`src/rtl/pwl_pkg.sv`:
```
// ----------------------------------------------------------------------------
// pwl_pkg
// Types and constants shared by the piecewise linear interpolator.
// ----------------------------------------------------------------------------
package pwl_pkg;

  localparam int unsigned MaxPointsDef = 64;

  localparam logic [1:0] CMD_CLEAR = 2'd0;
  localparam logic [1:0] CMD_LOAD  = 2'd1;
  localparam logic [1:0] CMD_QUERY = 2'd2;

  localparam logic [1:0] ST_OK    = 2'd0;
  localparam logic [1:0] ST_EMPTY = 2'd1;
  localparam logic [1:0] ST_ORDER = 2'd2;
  localparam logic [1:0] ST_FULL  = 2'd3;

  typedef struct packed {
    logic [1:0]         command;
    logic [15:0]        coord_x;
    logic signed [15:0] coord_y;
  } pwl_in_t;

  typedef struct packed {
    logic signed [15:0] value_y;
    logic [1:0]         status;
  } pwl_out_t;

endpackage

```
`src/rtl/pwl_front.sv`:
```
// ----------------------------------------------------------------------------
// pwl_front
// Accepts commands and holds them in a two-word queue for the back part.
// ----------------------------------------------------------------------------
module pwl_front (
  input  logic            clk_i,
  input  logic            rst_ni,
  input  logic            push_i,
  input  pwl_pkg::pwl_in_t word_i,
  output logic            full_o,
  input  logic            pop_i,
  output logic            avail_o,
  output pwl_pkg::pwl_in_t word_o
);
  import pwl_pkg::*;

  pwl_in_t    slot_q [2];
  logic       wr_q, rd_q;
  logic [1:0] cnt_q;

  assign full_o  = (cnt_q == 2'd2);
  assign avail_o = (cnt_q != 2'd0);
  assign word_o  = slot_q[rd_q];

  always_ff @(posedge clk_i) begin
    if (push_i) slot_q[wr_q] <= word_i;
  end

  always_ff @(posedge clk_i or negedge rst_ni) begin
    if (!rst_ni) begin
      wr_q <= 1'b0; rd_q <= 1'b0; cnt_q <= 2'd0;
    end else begin
      if (push_i) wr_q <= ~wr_q;
      if (pop_i) rd_q <= ~rd_q;
      cnt_q <= cnt_q + {1'b0, push_i} - {1'b0, pop_i};
    end
  end

endmodule

```
`src/rtl/pwl_back.sv`:
```
// ----------------------------------------------------------------------------
// pwl_back
// Executes commands: table update, binary search and serial division.
// ----------------------------------------------------------------------------
module pwl_back #(
  parameter int unsigned MaxPoints = pwl_pkg::MaxPointsDef
) (
  input  logic             clk_i,
  input  logic             rst_ni,
  input  logic             avail_i,
  input  pwl_pkg::pwl_in_t word_i,
  output logic             pop_o,
  output logic             valid_o,
  output pwl_pkg::pwl_out_t res_o
);
  import pwl_pkg::*;

  localparam int unsigned AW = (MaxPoints > 1) ? $clog2(MaxPoints) : 1;
  localparam int unsigned CW = $clog2(MaxPoints + 1);

  localparam logic [3:0] S_IDLE  = 4'd0;
  localparam logic [3:0] S_LAST  = 4'd1;  // read last point
  localparam logic [3:0] S_LASTW = 4'd2;
  localparam logic [3:0] S_FIRST = 4'd3;
  localparam logic [3:0] S_FIRSTW= 4'd4;
  localparam logic [3:0] S_SRCH  = 4'd5;
  localparam logic [3:0] S_SRCHW = 4'd6;
  localparam logic [3:0] S_UP    = 4'd7;
  localparam logic [3:0] S_LOW   = 4'd8;
  localparam logic [3:0] S_LOWW  = 4'd9;
  localparam logic [3:0] S_MUL   = 4'd10;
  localparam logic [3:0] S_DIV   = 4'd11;
  localparam logic [3:0] S_DONE  = 4'd12;
  localparam logic [3:0] S_ADD   = 4'd13;

  logic [15:0]        mx_q [MaxPoints];
  logic signed [15:0] my_q [MaxPoints];
  logic [15:0]        rx_q;
  logic signed [15:0] ry_q;
  logic [AW-1:0]      raddr;
  logic               we;
  logic [AW-1:0]      waddr;
  logic [15:0]        wx;
  logic signed [15:0] wy;

  logic [3:0]         st_q;
  pwl_in_t            cmd_q;
  logic [CW-1:0]      cnt_q;
  logic [CW-1:0]      lo_q, hi_q;
  logic [15:0]        ux_q, lx_q;
  logic signed [15:0] uy_q, ly_q;
  logic               neg_q;
  logic [15:0]        rem_q;   // partial remainder
  logic [31:0]        num_q;
  logic [4:0]         step_q;
  logic [15:0]        den_q;
  logic               valid_q;
  pwl_out_t           res_q;

  logic [CW-1:0] mid;
  logic [CW-1:0] last;
  assign last = cnt_q - 1'b1;
  assign mid  = lo_q + ((hi_q - lo_q) >> 1);

  always_ff @(posedge clk_i) begin
    if (we) begin
      mx_q[waddr] <= wx;
      my_q[waddr] <= wy;
    end
    rx_q <= mx_q[raddr];
    ry_q <= my_q[raddr];
  end

  logic signed [16:0] ysum;
  logic signed [16:0] dy;
  logic [16:0]        ady;
  logic [16:0]        dq;
  logic [16:0]        trial;
  assign ysum  = 17'(ry_q) + 17'(cmd_q.coord_y);
  assign dy    = 17'(uy_q) - 17'(ly_q);
  assign ady   = dy[16] ? 17'(-dy) : dy;
  assign dq    = 17'(cmd_q.coord_x) - 17'(lx_q);
  assign trial = {rem_q, num_q[31]} - {1'b0, den_q};

  always_comb begin
    raddr = '0;
    case (st_q)
      S_IDLE:  raddr = AW'(last);
      S_LAST:  raddr = AW'(last);
      S_FIRST: raddr = '0;
      S_SRCH:  raddr = AW'(mid);
      S_UP:    raddr = AW'(lo_q);
      S_LOW:   raddr = AW'(lo_q - 1'b1);
      default: raddr = AW'(last);
    endcase
  end

  always_comb begin
    we = 1'b0; waddr = AW'(last); wx = cmd_q.coord_x; wy = cmd_q.coord_y;
    if (st_q == S_LASTW && cmd_q.command == CMD_LOAD) begin
      if (cnt_q != '0 && cmd_q.coord_x == rx_q) begin
        we = 1'b1; wy = ysum[16:1];
      end else if (!(cnt_q != '0 && cmd_q.coord_x < rx_q) &&
                   cnt_q < CW'(MaxPoints)) begin
        we = 1'b1; waddr = AW'(cnt_q);
      end
    end
  end

  assign pop_o   = (st_q == S_IDLE) && avail_i;
  assign valid_o = valid_q;
  assign res_o   = res_q;

  always_ff @(posedge clk_i or negedge rst_ni) begin
    if (!rst_ni) begin
      st_q <= S_IDLE; cnt_q <= '0; valid_q <= 1'b0;
    end else begin
      valid_q <= 1'b0;
      case (st_q)
        S_IDLE: if (avail_i) begin
          cmd_q <= word_i;
          st_q  <= S_LAST;
        end
        S_LAST: st_q <= S_LASTW;
        S_LASTW: begin
          res_q <= '{value_y: '0, status: ST_OK};
          st_q  <= S_DONE;
          case (cmd_q.command)
            CMD_CLEAR: cnt_q <= '0;
            CMD_LOAD: begin
              if (cnt_q != '0 && cmd_q.coord_x == rx_q) begin
              end else if (cnt_q != '0 && cmd_q.coord_x < rx_q) begin
                res_q.status <= ST_ORDER;
              end else if (cnt_q >= CW'(MaxPoints)) begin
                res_q.status <= ST_FULL;
              end else begin
                cnt_q <= cnt_q + 1'b1;
              end
            end
            CMD_QUERY: begin
              if (cnt_q == '0) res_q.status <= ST_EMPTY;
              else if (cmd_q.coord_x >= rx_q) res_q.value_y <= ry_q;
              else st_q <= S_FIRST;
            end
            default: ;
          endcase
        end
        S_FIRST: st_q <= S_FIRSTW;
        S_FIRSTW: begin
          if (cmd_q.coord_x <= rx_q) begin
            res_q.value_y <= ry_q;
            st_q <= S_DONE;
          end else begin
            lo_q <= CW'(1); hi_q <= last;
            st_q <= S_SRCH;
          end
        end
        S_SRCH: st_q <= (lo_q < hi_q) ? S_SRCHW : S_UP;
        S_SRCHW: begin
          if (rx_q < cmd_q.coord_x) lo_q <= mid + 1'b1;
          else hi_q <= mid;
          st_q <= S_SRCH;
        end
        S_UP: st_q <= S_LOW;
        S_LOW: begin
          ux_q <= rx_q; uy_q <= ry_q;
          st_q <= S_LOWW;
        end
        S_LOWW: begin
          lx_q <= rx_q; ly_q <= ry_q;
          st_q <= S_MUL;
        end
        S_MUL: begin
          num_q  <= dq[15:0] * ady[15:0] + (ady[16] ? {dq[15:0], 16'd0} : 32'd0);
          den_q  <= ux_q - lx_q;
          neg_q  <= dy[16];
          rem_q  <= '0;
          step_q <= '0;
          st_q   <= S_DIV;
        end
        S_DIV: begin
          // restoring step, one quotient bit per cycle
          if (!trial[16]) rem_q <= trial[15:0];
          else rem_q <= {rem_q[14:0], num_q[31]};
          num_q  <= {num_q[30:0], ~trial[16]};
          step_q <= step_q + 1'b1;
          if (step_q == 5'd31) st_q <= S_ADD;
        end
        S_ADD: begin
          res_q.value_y <= neg_q ? ly_q - num_q[15:0] : ly_q + num_q[15:0];
          st_q <= S_DONE;
        end
        S_DONE: begin
          valid_q <= 1'b1;
          st_q    <= S_IDLE;
        end
        default: st_q <= S_IDLE;
      endcase
    end
  end

endmodule

```
`src/rtl/piecewise_linear_table_interp.sv`:
```
// ----------------------------------------------------------------------------
// piecewise_linear_table_interp
// Breakpoint table with clamped piecewise linear interpolation queries.
// ----------------------------------------------------------------------------
// Commands run one at a time in the back part; a query can take longer than a
// clear or load, set by the binary search over the table memory and the
// 32-step restoring divider, and is shorter when it clamps. The two-word
// queue hides short bursts. Reset empties the table and the command queue;
// the receiver cannot stall.
module piecewise_linear_table_interp #(
  parameter int unsigned MaxPoints = pwl_pkg::MaxPointsDef
) (
  input  logic              clk_i,
  input  logic              rst_ni,
  input  logic              start,
  output logic              busy,
  input  pwl_pkg::pwl_in_t  in_i,
  output logic              strobe,
  output pwl_pkg::pwl_out_t out_o
);
  import pwl_pkg::*;

  logic    full, avail, pop;
  pwl_in_t qword;

  assign busy = full;

  pwl_front u_front (
    .clk_i, .rst_ni,
    .push_i(start && !full), .word_i(in_i), .full_o(full),
    .pop_i(pop), .avail_o(avail), .word_o(qword)
  );

  pwl_back #(.MaxPoints(MaxPoints)) u_back (
    .clk_i, .rst_ni,
    .avail_i(avail), .word_i(qword), .pop_o(pop),
    .valid_o(strobe), .res_o(out_o)
  );

  a_pop_avail: assert property (@(posedge clk_i) disable iff (!rst_ni)
    pop |-> avail) else $error("pop from empty queue");
  a_err_zero: assert property (@(posedge clk_i) disable iff (!rst_ni)
    strobe && out_o.status != ST_OK |-> out_o.value_y == '0)
    else $error("error result carries value");
  a_strobe_pulse: assert property (@(posedge clk_i) disable iff (!rst_ni)
    strobe |=> !strobe) else $error("strobe longer than one cycle");

endmodule
```
`config.mk`:
```
export PLATFORM = sky130hd
export DESIGN_NAME = piecewise_linear_table_interp
export DESIGN_NICKNAME = d
export VERILOG_FILES = /design/src/rtl/pwl_pkg.sv /design/src/rtl/pwl_front.sv /design/src/rtl/pwl_back.sv /design/src/rtl/piecewise_linear_table_interp.sv
export SDC_FILE = /design/constraint.sdc
export NUM_CORES = 2
export LEC_CHECK = 0
export ABC_AREA = 1
export BUFFER_PORTS_ARGS = -buffer_cell sky130_fd_sc_hd__buf_4
export CAP_MARGIN = 5
export CORE_MARGIN = 2
export CORE_UTILIZATION = 51
export DETAILED_ROUTE_END_ITERATION = 16
export PLACE_DENSITY_LB_ADDON = 0.25
export REMOVE_ABC_BUFFERS = 1
export SETUP_SLACK_MARGIN = 0.4
export SYNTH_ARGS = -nofsm -noshare
export SYNTH_HDL_FRONTEND = slang
export SYNTH_SLANG_ARGS = --single-unit
```
`constraint.sdc`:
```
create_clock -name clk_i -period 20.5 [get_ports clk_i]
set_clock_uncertainty 0.1 [all_clocks]
set_input_delay 4.1 -clock clk_i [delete_from_list [all_inputs] [get_ports clk_i]]
set_output_delay 4.1 -clock clk_i [all_outputs]
set_load 0.01 [all_outputs]
```
==> impl_metrics.json <==
{
  "synth_seq_cells": 2364,
  "fp.coreArea_sq_um": 227000,
  "drt_iter0_drc": 9958,
  "critPathArrivalTime_ps": 10130,
  "ctsHtreeMaxLevel": 4,
  "clk_latency_ps": 920,
  "min_from": "u_back.rx_q[10]",
  "syn_inst": 10944,
  "start_kind": "register",
  "worst_slew_pin_slew_ps": 1110,
  "drv_slew": 0,
  "cts_buffers": 239,
  "num_vias": 81800,
  "seq_area_frac_synth": 0.606,
  "grt_overflow_total": 0,
  "place_hpwl_microns": 193000,
  "grt_start_max_net_pins": 201,
  "cp_top_family": "adder cells",
  "finalNonFillerCells": 14058,
  "synth-edff-count": 2316,
  "syn_area_per_cell_sq_um": 10.6,
  "crit_start": "u_back.wx[0]",
  "critPathCaptureType": "register",
  "dieArea_sq_um": 232000,
  "tns_ps": 0,
  "vias_per_cell": 5.82,
  "wl_microns": 343000,
  "cts_resized": 0,
  "routedWlPerCell_microns": 24.4,
  "synth_top_area_cell": "edfxtp_1",
  "fin_crit_sh": 0.469,
  "fill_cells": 18848,
  "slowest_delay_ps": 600,
  "grt_pass1_vias": 79648,
  "maxCapViolCount": 0,
  "cts.hold.buffers_added": 0,
  "area_growth_pct": 10.2,
  "drt_pass1_iterations": 9,
  "post_cts.repair.setup_buffers": 0,
  "path_clk_slew_ps": 60,
  "synth-main-ff-cell": "edfxtp_1",
  "required_ps": 21000,
  "drtAntennaViolNets": 0,
  "place_inst": 13604,
  "slew_headroom": 0.260,
  "critPathKind": "register to register",
  "boundaryPins": 57,
  "drc": 0,
  "floorplan.initialDensity": 0.513,
  "cts_tree": "done",
  "worst_hold_slack_ps": 372,
  "setup_viol": 0,
  "antenna_found_initial": 10,
  "hold_viol": 0,
  "grt_pass1_wl_microns": 508000,
  "critical_path.most_common_cell": "inv_1",
  "synth.distinct_cells": 56,
  "die_h_microns": 482,
  "ys_async_sr_fraction": 0.00677,
  "fin_crit_ps": 9620,
  "io_buffers": 56,
  "grt_usage": 0.293,
  "cts_max_path_buffers": 3,
  "synthTopCellsByArea": "edfxtp_1 (60%), nand3_1 (9.2%), nand2_1 (6.6%)",
  "critical_path_buf_inv_count": 10,
  "root_buffer": "clkbuf_16",
  "fp.dieW_microns": 482,
  "hold_class": "register to register",
  "rows": 175,
  "synth_area_sq_um": 116000,
  "synth_top_cells_by_count": "edfxtp_1 (2316), nand3_1 (2138), nand2_1 (2040)",
  "fmaxAchievable_mhz": 104,
  "gp_congestion": 0.932,
  "r2r-start": "u_back.wx[0]",
  "drive_gt1_frac": 0.0713,
  "yosysTopAreaCellShare": 0.598,
  "outcome": "completed",
  "rsz0062_at_grt": "false",
  "synth_warnings": 0,
  "numClockSinks": 2364,
  "nets": 11334,
  "critPathSlowestCell": "buf_4",
  "yosysMostFrequentCell": "edfxtp_1",
  "crit_path_max_fanout": 65
}
[worst reg2reg max path, delay by kind of cell, from the launching register on]
kind	cells	cell delay, ps
xor gates and xnor gates	1	180
AOI/OAI and AO/OA	10	2290
buffers and inverters	10	1680
adders and majority gates	9	3900
and+or+nand+nor	7	840
DFF	1	330
[per-layer routing]
metal	share of wire	vias to the layer above	wire length, microns	global-route usage
met1	0.40	40302	135000	0.387
met3	0.088	695	30300	0.0524
li1	-	36988	-	-
met5	0.000041	-	14	0
met4	0.047	2	16200	0.132
met2	0.47	3813	161000	0.473
[final timing paths]
path	endpoint	slack, ps	cells past startpoint
min in group asynchronous	u_front.rd_q	2970	1
min reg2reg	u_back.lx_q[10]	370	0
max in group asynchronous	u_front.cnt_q[1]	17060	1
min	u_back.lx_q[10]	370	0
max reg2reg	u_back.num_q[20]	10880	37
max	u_back.num_q[20]	10880	37
[cells by family after synthesis]
group,Yosys count,share of synthesized area
simple gates,5372,0.223
flops,2364,0.606
buf+inv,2177,0.0746
fa+ha+maj,461,0.0636
compound gates,435,0.0214
xor+xnor,101,0.00760
mux,34,0.00329
[cell type report]
| class | count | area, sq um | area share |
|---|---|---|---|
| tap | 3009 | 3760 | 0.0294 |
| antenna | 4 | 10.0 | 0.0000781 |
| timing repair buffer | 253 | 2000 | 0.0156 |
| multi-input combinational | 6403 | 37900 | 0.296 |
| clock buffer | 297 | 6360 | 0.0496 |
| clock inverter | 153 | 1660 | 0.0130 |
| inverter | 1575 | 5940 | 0.0463 |
| sequential | 2364 | 70600 | 0.550 |
[flip-flops by register name (all words and copies together), names as in the netlist, 5 cells and up]
name / cells
u_back.ry_q: 16
u_back.wx: 16
u_back.lo_q: 7
u_back.cnt_q: 7
u_back.mx_q: 1024
u_back.rem_q: 16
u_back.cmd_q: 18
u_back.rx_q: 16
u_front.slot_q: 68
u_back.hi_q: 7
u_back.step_q: 5
u_back.lx_q: 16
u_back.my_q: 1024
u_back.uy_q: 16
u_back.res_o: 18
u_back.den_q: 16
u_back.ly_q: 16
u_back.num_q: 32
u_back.ux_q: 16
[per-stage QoR]
stage               cell area (sq um)  setup WS, ps  utilization
floorplan                      114000        -22800            -
global placement               120000         10900        0.529
detailed placement             120000         10900        0.529
CTS                            128000         10830        0.565
global route                   128000         10230        0.565
finish                         128000         10880        0.565
[placed cells by master (no fill, tap or decap), drive strengths merged, types with 3 or more instances in the layout]
master       n
a211oi      10
a21boi       6
a21o        11
a21oi      166
a31o         3
a31oi       16
and2         3
buf        253
bufinv      28
clkbuf     297
clkinv     122
clkinvlp     8
dfrtp       16
dfxtp       32
diode        4
edfxtp    2316
fa         217
ha         244
inv       1570
mux2        34
nand2     2044
nand3     2141
nand3b     767
nand4       31
nor2       327
nor3        36
o211ai      37
o21a         6
o21ai      144
o21bai       8
o221ai       3
o22ai        4
o31ai       13
or2         19
xnor2       34
xor2        67
Power is left out: the tool's default activity adds up to more than one toggle a clock period on the data nets, which glitch-free logic cannot reach.
